**config.mk**
```make
export PLATFORM = sky130hd
export DESIGN_NAME = lru_tlb_lookup_insert
export DESIGN_NICKNAME = d
export VERILOG_FILES = /design/src/design/ltlb_pkg.sv /design/src/design/ltlb_entry_ram.sv /design/src/design/ltlb_recency.sv /design/src/design/ltlb_seq.sv /design/src/design/lru_tlb_lookup_insert.sv
export SDC_FILE = /design/constraint.sdc
export NUM_CORES = 2
export LEC_CHECK = 0
export ABC_AREA = 1
export BUFFER_PORTS_ARGS = -buffer_cell sky130_fd_sc_hd__buf_2
export CAP_MARGIN = 40
export CORE_MARGIN = 1.5
export CORE_UTILIZATION = 46
export DETAILED_ROUTE_END_ITERATION = 10
export PLACE_DENSITY = 0.67
export SLEW_MARGIN = 10
export SYNTH_ARGS = -nofsm -noshare
export SYNTH_HDL_FRONTEND = slang
export SYNTH_HIERARCHICAL = 1
export SYNTH_SLANG_ARGS = --single-unit
```
**constraint.sdc**
```tcl
create_clock -name clock -period 12.85 [get_ports clock]
set_input_delay 1.285 -clock clock [delete_from_list [all_inputs] [get_ports clock]]
set_output_delay 1.285 -clock clock [all_outputs]
set_load 0.05 [all_outputs]
```
**src/design/ltlb_pkg.sv**
```systemverilog
// ----------------------------------------------------------------------------
// ltlb_pkg
// Shared widths, register indexes, codes and types of the LRU translation
// buffer.
// ----------------------------------------------------------------------------
package ltlb_pkg;

   localparam int LVL_W           = 16;
   localparam int FRAME_W         = 20;
   localparam int CAP_W           = 5;
   localparam int LVLS_W          = 3;
   localparam int CSR_W           = 5;
   localparam int CSR_IDX_W       = 1;
   localparam int NUM_LEVEL_PORTS = 4;
   localparam int DEF_MAX_ENTRIES = 16;
   localparam int DEF_MAX_LEVELS  = 4;

   localparam logic [CSR_IDX_W-1:0] CSR_CAPACITY = 1'b0;
   localparam logic [CSR_IDX_W-1:0] CSR_LEVELS   = 1'b1;

   localparam logic [CAP_W-1:0]  CAPACITY_RESET = 5'd16;
   localparam logic [LVLS_W-1:0] LEVELS_RESET   = 3'd1;

   localparam logic KIND_LOOKUP = 1'b0;
   localparam logic KIND_INSERT = 1'b1;

   // commands to the recency tracker
   typedef enum logic [1:0] {
      ROP_IDLE,
      ROP_TOUCH,
      ROP_EVICT,
      ROP_FILL
   } ltlb_rop_type;

   typedef struct packed {
      logic slot_valid;
      logic full;
   } ltlb_rstat_type;

   typedef logic [NUM_LEVEL_PORTS-1:0][LVL_W-1:0] ltlb_levels_type;

endpackage

```
**src/design/ltlb_entry_ram.sv**
```systemverilog
// ----------------------------------------------------------------------------
// ltlb_entry_ram
// Single-port-write, single-port-read entry store; registered read data.
// ----------------------------------------------------------------------------
module ltlb_entry_ram #(
   parameter int ADDR_W = 4,
   parameter int DEPTH  = 16,
   parameter int DATA_W = 84
) (
   input  logic              clock,
   input  logic              wr_en,
   input  logic [ADDR_W-1:0] wr_addr,
   input  logic [DATA_W-1:0] wr_data,
   input  logic              rd_en,
   input  logic [ADDR_W-1:0] rd_addr,
   output logic [DATA_W-1:0] rd_data
);

   logic [DATA_W-1:0] mem_ff [DEPTH];
   logic [DATA_W-1:0] rd_data_ff;

   always_ff @(posedge clock) begin
      if (wr_en) begin
         mem_ff[wr_addr] <= wr_data;
      end
      if (rd_en) begin
         rd_data_ff <= mem_ff[rd_addr];
      end
   end

   assign rd_data = rd_data_ff;

endmodule

```
**src/design/ltlb_recency.sv**
```systemverilog
// ----------------------------------------------------------------------------
// ltlb_recency
// Valid bits, recency ranks and entry count. Rank 0 is the most recent.
// Applies touch, eviction and fill updates to all entries together.
// ----------------------------------------------------------------------------
module ltlb_recency import ltlb_pkg::*; #(
   parameter  int MAX_ENTRIES = DEF_MAX_ENTRIES,
   localparam int IDX_W       = (MAX_ENTRIES > 1) ? $clog2(MAX_ENTRIES) : 1,
   localparam int RANK_W      = IDX_W,
   localparam int CNT_W       = $clog2(MAX_ENTRIES + 1)
) (
   input  logic           clock,
   input  logic           reset,
   input  ltlb_rop_type   op,
   input  logic [IDX_W-1:0] idx,
   input  logic [CNT_W-1:0] cap,
   output ltlb_rstat_type stat,
   output logic [RANK_W-1:0] slot_rank
);

   logic [MAX_ENTRIES-1:0] valid_ff, valid_in;
   logic [RANK_W-1:0]      rank_ff [MAX_ENTRIES];
   logic [RANK_W-1:0]      rank_in [MAX_ENTRIES];
   logic [CNT_W-1:0]       count_ff, count_in;
   logic [CNT_W-1:0]       cap_m1;
   logic [RANK_W-1:0]      touch_rank;
   logic                   full;

   assign full            = (count_ff >= cap);
   assign stat.full       = full;
   assign stat.slot_valid = valid_ff[idx];
   assign slot_rank       = rank_ff[idx];

   always_comb begin
      cap_m1     = cap - 1'b1;
      touch_rank = rank_ff[idx];
      valid_in   = valid_ff;
      rank_in    = rank_ff;
      count_in   = count_ff;
      case (op)
         ROP_TOUCH: begin
            for (int i = 0; i < MAX_ENTRIES; i++) begin
               if (valid_ff[i] && (rank_ff[i] < touch_rank)) begin
                  rank_in[i] = rank_ff[i] + 1'b1;
               end
            end
            rank_in[idx] = '0;
         end
         ROP_EVICT: begin
            // ranks are distinct 0..count-1: dropping every rank at or above
            // cap-1 equals evicting the oldest until one slot is free
            if (full) begin
               for (int i = 0; i < MAX_ENTRIES; i++) begin
                  if (valid_ff[i] && (CNT_W'(rank_ff[i]) >= cap_m1)) begin
                     valid_in[i] = 1'b0;
                     rank_in[i]  = '0;
                  end
               end
               count_in = cap_m1;
            end
         end
         ROP_FILL: begin
            for (int i = 0; i < MAX_ENTRIES; i++) begin
               if (valid_ff[i]) begin
                  rank_in[i] = rank_ff[i] + 1'b1;
               end
            end
            valid_in[idx] = 1'b1;
            rank_in[idx]  = '0;
            count_in      = count_ff + 1'b1;
         end
         default: begin
         end
      endcase
   end

   always_ff @(posedge clock) begin
      if (reset) begin
         valid_ff <= '0;
         count_ff <= '0;
         for (int i = 0; i < MAX_ENTRIES; i++) begin
            rank_ff[i] <= '0;
         end
      end else begin
         valid_ff <= valid_in;
         count_ff <= count_in;
         rank_ff  <= rank_in;
      end
   end

endmodule

```
**src/design/ltlb_seq.sv**
```systemverilog
// ----------------------------------------------------------------------------
// ltlb_seq
// Item sequencer: key scan over the entry RAM for lookups, evict and
// free-slot sweep for inserts, result register.
// ----------------------------------------------------------------------------
module ltlb_seq import ltlb_pkg::*; #(
   parameter  int MAX_ENTRIES = DEF_MAX_ENTRIES,
   parameter  int KEY_LEVELS  = NUM_LEVEL_PORTS,
   localparam int IDX_W       = (MAX_ENTRIES > 1) ? $clog2(MAX_ENTRIES) : 1,
   localparam int RANK_W      = IDX_W,
   localparam int CNT_W       = $clog2(MAX_ENTRIES + 1),
   localparam int KEY_W       = LVL_W * KEY_LEVELS,
   localparam int DATA_W      = FRAME_W + KEY_W
) (
   input  logic                clock,
   input  logic                reset,
   input  logic                start,
   output logic                busy,
   input  logic                kind,
   input  ltlb_levels_type     levels,
   input  logic [FRAME_W-1:0]  frame_number,
   input  logic [CNT_W-1:0]    cap,
   input  logic [LVLS_W-1:0]   levels_eff,
   output logic                rsp_valid,
   output logic                rsp_hit,
   output logic [FRAME_W-1:0]  rsp_hit_frame,
   output logic                rsp_evicted,
   output logic                ram_wr_en,
   output logic [IDX_W-1:0]    ram_wr_addr,
   output logic [DATA_W-1:0]   ram_wr_data,
   output logic                ram_rd_en,
   output logic [IDX_W-1:0]    ram_rd_addr,
   input  logic [DATA_W-1:0]   ram_rd_data,
   output ltlb_rop_type        rop,
   output logic [IDX_W-1:0]    ridx,
   input  ltlb_rstat_type      rstat,
   input  logic [RANK_W-1:0]   slot_rank
);

   localparam logic [IDX_W-1:0] LAST_IDX = IDX_W'(MAX_ENTRIES - 1);

   typedef enum logic [2:0] {
      S_IDLE,
      S_SCAN,
      S_LAST,
      S_DECIDE,
      S_EVICT,
      S_FILL
   } state_type;

   state_type              state_ff, state_in;
   logic [IDX_W-1:0]       addr_ff, addr_in;
   logic [IDX_W-1:0]       chk_idx_ff, chk_idx_in;
   logic                   pend_ff, pend_in;
   logic                   found_ff, found_in;
   logic [IDX_W-1:0]       best_idx_ff, best_idx_in;
   logic [RANK_W-1:0]      best_rank_ff, best_rank_in;
   logic [FRAME_W-1:0]     best_frame_ff, best_frame_in;
   logic                   evicted_ff, evicted_in;
   logic [KEY_W-1:0]       key_ff, key_in;
   logic [KEY_LEVELS-1:0]  mask_ff, mask_in;
   logic [FRAME_W-1:0]     frame_ff, frame_in;
   logic                   rsp_valid_ff, rsp_valid_in;
   logic                   rsp_hit_ff, rsp_hit_in;
   logic [FRAME_W-1:0]     rsp_frame_ff, rsp_frame_in;
   logic                   rsp_evicted_ff, rsp_evicted_in;
   logic                   match;
   logic                   take;

   // key compare on the entry arriving from the RAM
   always_comb begin
      match = 1'b1;
      for (int l = 0; l < KEY_LEVELS; l++) begin
         if (mask_ff[l] &&
             (ram_rd_data[l*LVL_W +: LVL_W] != key_ff[l*LVL_W +: LVL_W])) begin
            match = 1'b0;
         end
      end
   end

   // oldest matching entry wins
   assign take = pend_ff && rstat.slot_valid && match &&
                 (!found_ff || (slot_rank > best_rank_ff));

   always_comb begin
      state_in       = state_ff;
      addr_in        = addr_ff;
      chk_idx_in     = chk_idx_ff;
      pend_in        = 1'b0;
      found_in       = found_ff;
      best_idx_in    = best_idx_ff;
      best_rank_in   = best_rank_ff;
      best_frame_in  = best_frame_ff;
      evicted_in     = evicted_ff;
      key_in         = key_ff;
      mask_in        = mask_ff;
      frame_in       = frame_ff;
      rsp_valid_in   = 1'b0;
      rsp_hit_in     = 1'b0;
      rsp_frame_in   = '0;
      rsp_evicted_in = 1'b0;
      ram_wr_en      = 1'b0;
      ram_wr_addr    = addr_ff;
      ram_wr_data    = {frame_ff, key_ff};
      ram_rd_en      = 1'b0;
      ram_rd_addr    = addr_ff;
      rop            = ROP_IDLE;
      ridx           = pend_ff ? chk_idx_ff : addr_ff;

      if (take) begin
         found_in      = 1'b1;
         best_idx_in   = chk_idx_ff;
         best_rank_in  = slot_rank;
         best_frame_in = ram_rd_data[DATA_W-1 -: FRAME_W];
      end

      case (state_ff)
         S_IDLE: begin
            if (start) begin
               for (int l = 0; l < KEY_LEVELS; l++) begin
                  key_in[l*LVL_W +: LVL_W] = levels[l];
                  mask_in[l]               = (LVLS_W'(l) < levels_eff);
               end
               frame_in   = frame_number;
               addr_in    = '0;
               found_in   = 1'b0;
               evicted_in = 1'b0;
               if (kind == KIND_LOOKUP) begin
                  state_in = S_SCAN;
               end else if (cap == '0) begin
                  rsp_valid_in = 1'b1;
               end else begin
                  state_in = S_EVICT;
               end
            end
         end
         S_SCAN: begin
            ram_rd_en  = 1'b1;
            pend_in    = 1'b1;
            chk_idx_in = addr_ff;
            if (addr_ff == LAST_IDX) begin
               state_in = S_LAST;
            end else begin
               addr_in = addr_ff + 1'b1;
            end
         end
         S_LAST: begin
            state_in = S_DECIDE;
         end
         S_DECIDE: begin
            rsp_valid_in = 1'b1;
            rsp_hit_in   = found_ff;
            rsp_frame_in = found_ff ? best_frame_ff : '0;
            if (found_ff) begin
               rop  = ROP_TOUCH;
               ridx = best_idx_ff;
            end
            state_in = S_IDLE;
         end
         S_EVICT: begin
            rop        = ROP_EVICT;
            evicted_in = rstat.full;
            state_in   = S_FILL;
         end
         S_FILL: begin
            if (!rstat.slot_valid) begin
               rop            = ROP_FILL;
               ram_wr_en      = 1'b1;
               rsp_valid_in   = 1'b1;
               rsp_evicted_in = evicted_ff;
               state_in       = S_IDLE;
            end else if (addr_ff == LAST_IDX) begin
               rsp_valid_in   = 1'b1;
               rsp_evicted_in = evicted_ff;
               state_in       = S_IDLE;
            end else begin
               addr_in = addr_ff + 1'b1;
            end
         end
         default: begin
            state_in = S_IDLE;
         end
      endcase
   end

   always_ff @(posedge clock) begin
      if (reset) begin
         state_ff     <= S_IDLE;
         pend_ff      <= 1'b0;
         rsp_valid_ff <= 1'b0;
      end else begin
         state_ff     <= state_in;
         pend_ff      <= pend_in;
         rsp_valid_ff <= rsp_valid_in;
      end
      addr_ff        <= addr_in;
      chk_idx_ff     <= chk_idx_in;
      found_ff       <= found_in;
      best_idx_ff    <= best_idx_in;
      best_rank_ff   <= best_rank_in;
      best_frame_ff  <= best_frame_in;
      evicted_ff     <= evicted_in;
      key_ff         <= key_in;
      mask_ff        <= mask_in;
      frame_ff       <= frame_in;
      rsp_hit_ff     <= rsp_hit_in;
      rsp_frame_ff   <= rsp_frame_in;
      rsp_evicted_ff <= rsp_evicted_in;
   end

   assign busy          = (state_ff != S_IDLE);
   assign rsp_valid     = rsp_valid_ff;
   assign rsp_hit       = rsp_hit_ff;
   assign rsp_hit_frame = rsp_frame_ff;
   assign rsp_evicted   = rsp_evicted_ff;

endmodule

```
**src/design/lru_tlb_lookup_insert.sv**
```systemverilog
// ----------------------------------------------------------------------------
// lru_tlb_lookup_insert
// Fully associative translation buffer with least-recently-used replacement.
//
//   channel  | handshake           | beat contents
//   ---------+---------------------+---------------------------------------
//   request  | start && !busy      | req_kind, req_level_index_0..3,
//            |                     | req_frame_number
//   response | rsp_valid (1 cycle) | rsp_hit, rsp_hit_frame, rsp_evicted
//   csr      | csr_wr_en           | csr_index, csr_wdata
//
// Lookup: one-entry-per-cycle key scan through the entry RAM read port,
// then a last state and a decide state, with busy high throughout.
// Insert: evict step, then free-slot sweep; with capacity zero, neither
// step runs and busy stays low. One response beat per item, in the first
// cycle with busy low after the accept. Synchronous reset clears valid bits,
// count and control; no clearing pass. The response side cannot stall.
// ----------------------------------------------------------------------------
module lru_tlb_lookup_insert import ltlb_pkg::*; #(
   parameter int MAX_ENTRIES = DEF_MAX_ENTRIES,
   parameter int MAX_LEVELS  = DEF_MAX_LEVELS
) (
   input  logic                 clock,
   input  logic                 reset,
   input  logic                 start,
   output logic                 busy,
   input  logic                 req_kind,
   input  logic [LVL_W-1:0]     req_level_index_0,
   input  logic [LVL_W-1:0]     req_level_index_1,
   input  logic [LVL_W-1:0]     req_level_index_2,
   input  logic [LVL_W-1:0]     req_level_index_3,
   input  logic [FRAME_W-1:0]   req_frame_number,
   output logic                 rsp_valid,
   output logic                 rsp_hit,
   output logic [FRAME_W-1:0]   rsp_hit_frame,
   output logic                 rsp_evicted,
   input  logic                 csr_wr_en,
   input  logic [CSR_IDX_W-1:0] csr_index,
   input  logic [CSR_W-1:0]     csr_wdata
);

   localparam int IDX_W      = (MAX_ENTRIES > 1) ? $clog2(MAX_ENTRIES) : 1;
   localparam int RANK_W     = IDX_W;
   localparam int CNT_W      = $clog2(MAX_ENTRIES + 1);
   localparam int CMP_W      = (CNT_W > CAP_W) ? CNT_W : CAP_W;
   localparam int KEY_LEVELS = (MAX_LEVELS < NUM_LEVEL_PORTS) ? MAX_LEVELS
                                                               : NUM_LEVEL_PORTS;
   localparam int KEY_W      = LVL_W * KEY_LEVELS;
   localparam int DATA_W     = FRAME_W + KEY_W;
   localparam logic [CMP_W-1:0]  MAX_CMP  = CMP_W'(MAX_ENTRIES);
   localparam logic [LVLS_W-1:0] KEY_LVLS = LVLS_W'(KEY_LEVELS);

   logic [CAP_W-1:0]  capacity_ff, capacity_in;
   logic [LVLS_W-1:0] levels_ff, levels_in;
   logic [CMP_W-1:0]  cap_wide;
   logic [CNT_W-1:0]  cap_eff;
   logic [LVLS_W-1:0] levels_eff;
   ltlb_levels_type   lvl_idx;

   logic              ram_wr_en;
   logic [IDX_W-1:0]  ram_wr_addr;
   logic [DATA_W-1:0] ram_wr_data;
   logic              ram_rd_en;
   logic [IDX_W-1:0]  ram_rd_addr;
   logic [DATA_W-1:0] ram_rd_data;
   ltlb_rop_type      rop;
   logic [IDX_W-1:0]  ridx;
   ltlb_rstat_type    rstat;
   logic [RANK_W-1:0] slot_rank;

   always_comb begin
      capacity_in = capacity_ff;
      levels_in   = levels_ff;
      if (csr_wr_en) begin
         case (csr_index)
            CSR_CAPACITY: capacity_in = csr_wdata[CAP_W-1:0];
            CSR_LEVELS:   levels_in   = csr_wdata[LVLS_W-1:0];
            default: begin
            end
         endcase
      end
   end

   always_ff @(posedge clock) begin
      if (reset) begin
         capacity_ff <= CAPACITY_RESET;
         levels_ff   <= LEVELS_RESET;
      end else begin
         capacity_ff <= capacity_in;
         levels_ff   <= levels_in;
      end
   end

   // capacity saturates at the entry count; levels clamp to 1..KEY_LEVELS
   always_comb begin
      cap_wide   = CMP_W'(capacity_ff);
      cap_eff    = (cap_wide > MAX_CMP) ? CNT_W'(MAX_ENTRIES) : CNT_W'(cap_wide);
      levels_eff = (levels_ff == '0) ? LVLS_W'(1) : levels_ff;
      if (levels_eff > KEY_LVLS) begin
         levels_eff = KEY_LVLS;
      end
   end

   assign lvl_idx[0] = req_level_index_0;
   assign lvl_idx[1] = req_level_index_1;
   assign lvl_idx[2] = req_level_index_2;
   assign lvl_idx[3] = req_level_index_3;

   ltlb_seq #(
      .MAX_ENTRIES (MAX_ENTRIES),
      .KEY_LEVELS  (KEY_LEVELS)
   ) u_seq (
      .clock         (clock),
      .reset         (reset),
      .start         (start),
      .busy          (busy),
      .kind          (req_kind),
      .levels        (lvl_idx),
      .frame_number  (req_frame_number),
      .cap           (cap_eff),
      .levels_eff    (levels_eff),
      .rsp_valid     (rsp_valid),
      .rsp_hit       (rsp_hit),
      .rsp_hit_frame (rsp_hit_frame),
      .rsp_evicted   (rsp_evicted),
      .ram_wr_en     (ram_wr_en),
      .ram_wr_addr   (ram_wr_addr),
      .ram_wr_data   (ram_wr_data),
      .ram_rd_en     (ram_rd_en),
      .ram_rd_addr   (ram_rd_addr),
      .ram_rd_data   (ram_rd_data),
      .rop           (rop),
      .ridx          (ridx),
      .rstat         (rstat),
      .slot_rank     (slot_rank)
   );

   ltlb_entry_ram #(
      .ADDR_W (IDX_W),
      .DEPTH  (MAX_ENTRIES),
      .DATA_W (DATA_W)
   ) u_ram (
      .clock   (clock),
      .wr_en   (ram_wr_en),
      .wr_addr (ram_wr_addr),
      .wr_data (ram_wr_data),
      .rd_en   (ram_rd_en),
      .rd_addr (ram_rd_addr),
      .rd_data (ram_rd_data)
   );

   ltlb_recency #(
      .MAX_ENTRIES (MAX_ENTRIES)
   ) u_recency (
      .clock     (clock),
      .reset     (reset),
      .op        (rop),
      .idx       (ridx),
      .cap       (cap_eff),
      .stat      (rstat),
      .slot_rank (slot_rank)
   );

endmodule

```
==> flow_summary.yaml <==
outcome:
  status: "complete, no violations"
timing:
  setup_viol: 0
  slew_headroom_pct: 27.2
  period_minus_slack_ps: 5900
  finalHoldViolations: 0
  rsz0062_at_grt: "false"
  drv_slew: 0
  skew_ps: 37.4
  fin_ws_ps: 6950
  finalCritPeriodShare_pct: 45.9
  fmax_ghz: 0.170
  tns_ps: 0
  worst_pin_slew_ps: 1090
clocking:
  cts_hold_buf: 0
  clk_pin_slew_worst_paths_ps: 60
  root_buffer: "clkbuf_16"
  insertion_delay_ps: 820
  post-cts-setup-buffers: 0
  cts_tree: "done"
  clock_path_buffers: 3
  numCtsBuffers: 173
  cts_resized: 0
  htreeDepth: 4
  cts.sinks: 1674
global_route:
  grt_overflow: 0
  grt_pass1_wl_mm: 291
  antenna_found_initial: 1
  grt.total_usage_pct: 22.4
  grt_max_degree: 214
  grt_pass1_vias: 50300
yosys:
  ys_seq_elements: 1674
  synth.area.top_cells: "edfxtp_1 62%, nand2_1 12%, nand3_1 7.7%"
  postSynthAreaPerCell_um2: 9.94
  synth_cell_types: 46
  synthMostInstantiatedCell: "nand2_1"
  synth_area_mm2: 0.0754
  syn-num-nets: 7808
  synth_top_area_cell: "edfxtp_1"
  synth_top_area_share_pct: 61.8
  synth-main-ff-cell: "edfxtp_1"
  async_reset_ff_share_pct: 0
  synthTopCellsByCount: "2313 x nand2_1, 1553 x edfxtp_1, 1259 x inv_1, 1162 x nand3_1, 201 x nor2_1"
  synth_edf_count: 1553
  yosysSeqAreaShare_pct: 65.0
  netlist_instances: 7589
  yosysWarnings: 6
worst_setup_path:
  arrival_ps: 6390
  cp-start-kind: "flop"
  path_cells: "nor3_2, inv_2, nor2_8, o21ai_0, nor2_1, inv_1, o22ai_1, o21ai_0, nand4_1, nor2_1, nand3_1, nor2_4, buf_4, buf_12"
  path_class: "flop to flop"
  worst_path_max_delay_cell: "nor2_4"
  critical_path_required_ps: 13340
  max_stage_delay_ps: 770
  critical-path-top-delay-family: "simple AND/OR/NAND/NOR gates"
  path_buf_inv: 4
  end_kind: "flop"
  crit_fanout: 27
floorplanning:
  boundaryPins: 119
  die-area_mm2: 0.166
  row_count: 148
  fp.dieW_um: 408
  fp.dieH_um: 408
  initial_utilization_pct: 46.3
  core_area_mm2: 0.163
cells_and_area:
  seqCellArea_mm2: 0.0491
  area_growth_pct: 12.0
  n_fill_cell: 14100
  layout.cells.non_filler: 9979
  drive_above_1_share_pct: 7.10
  multi_input_area_mm2: 0.0202
  nets: 7878
  fin_util_pct: 51.9
route:
  wl_per_cell_um: 18.8
  drc_errors: 0
  drtAntennaViolNets: 0
  drtIter0Drc: 4703
  drtPass1Iterations: 7
  vias_per_cell: 5.21
  wirelength_mm: 188
  vias: 52000
power:
  fin_total_pwr_mw: 16.0
  p_per_area_mw_per_mm2: 189
  ir_worst_vdd_mv: 0.231
  p_leak_nw: 35.5
run:
  max_cap_viol_count: 0
placement:
  portBuffers: 118
  place_inst: 9659
  hpwl_mm: 106
  routabilityCongestion: 0.890
  pre_cts_ws_ps: 7140
worst_hold_path:
  hold_path.class: "flop to flop"
-- cell families after synthesis --
logic type	after synthesis	synth area share, %
DFF	1674	65.0
adders and majority gates	124	2.06
and+or+nand+nor	3742	20.9
buffers and inverters	1612	8.46
xor gates and xnor gates	73	0.847
AOI/OAI and AO/OA	361	2.72
muxes	3	0.0398
-- metal layers --
metal	GRT usage, %	part of all wire, %	up-vias
li1	-	-	24900
met1	29.7	42	25000
met2	38.0	49	1812
met3	2.99	6.4	310
met4	6.98	2.6	0
met5	0	0	-
-- worst paths after layout --
path | endpoint | slack, ps | from | depth (start not counted)
worst max-delay path | u_ram/mem_ff[13][65] | 6950 | u_seq/state_ff[2] | 14
worst min-delay path | u_seq/best_frame_ff[9] | 420 | u_ram/rd_data[73] | 0
worst max register to register | u_ram/mem_ff[13][65] | 6950 | u_seq/state_ff[2] | 14
worst min register to register | u_seq/best_frame_ff[9] | 420 | u_ram/rd_data[73] | 0
-- metrics by stage --
step,instance area [um^2],hold slack (ps)
2_1_floorplan,75400,400
3_3_place_gp,78000,401
3_5_place_dp,79000,405
4_1_cts,84500,420
5_1_grt,84500,426
6_report,84500,416
-- where the power goes --
group	total, mW	internal (mW)	switching [mW]
registers	6.87	6.56	0.313
logic	4.22	1.18	3.03
clock network	4.90	2.80	2.10
total	16.0	10.5	5.44
-- cell type report --
class | instances | area share, %
Inverter | 1269 | 5.67
Tap cell | 2175 | 3.22
Sequential cell | 1674 | 58.0
Clock inverter | 98 | 1.08
Clock buffer | 221 | 5.46
Multi-Input combinational cell | 4303 | 23.9
Antenna cell | 1 | 0.00296
Timing Repair Buffer | 238 | 2.66
-- flip-flops by register name (all words and copies together) (netlist names), 3 cells and up --
signal / count
u_seq/chk_idx_ff: 4
u_seq/rsp_hit_frame: 20
u_seq/best_frame_ff: 20
u_seq/state_ff: 3
u_seq/best_idx_ff: 4
u_seq/frame_ff: 20
u_ram/mem_ff: 1344
u_recency/rank_ff: 64
u_recency/count_ff: 5
u_seq/mask_ff: 4
u_recency/valid_ff: 16
levels_ff: 3
u_seq/key_ff: 64
cap_wide: 5
u_seq/best_rank_ff: 4
u_ram/rd_data: 84
u_seq/ram_rd_addr: 4
-- cell usage in the layout, fill, tap and decap left out, drive strengths merged, types with 2 or more instances in the layout --
| cell type | synthesis | final |
|---|---|---|
| a211oi | 22 | 22 |
| clkinvlp | 0 | 4 |
| buf | 224 | 238 |
| a21boi | 17 | 17 |
| xor2 | 72 | 72 |
| a21oi | 167 | 167 |
| nand3b | 22 | 22 |
| edfxtp | 1553 | 1553 |
| ha | 124 | 124 |
| o21a | 2 | 2 |
| nor2 | 208 | 208 |
| o22ai | 25 | 25 |
| nand2 | 2338 | 2338 |
| clkbuf | 119 | 221 |
| clkinv | 2 | 76 |
| o2111ai | 16 | 16 |
| dfxtp | 121 | 121 |
| mux2i | 3 | 3 |
| bufinv | 0 | 13 |
| o21ai | 98 | 98 |
| nand4 | 5 | 5 |
| nor3 | 4 | 4 |
| nand3 | 1163 | 1163 |
| inv | 1267 | 1274 |
| a22oi | 8 | 8 |
| a2111oi | 2 | 2 |
(Power assumes the default switching activity.)
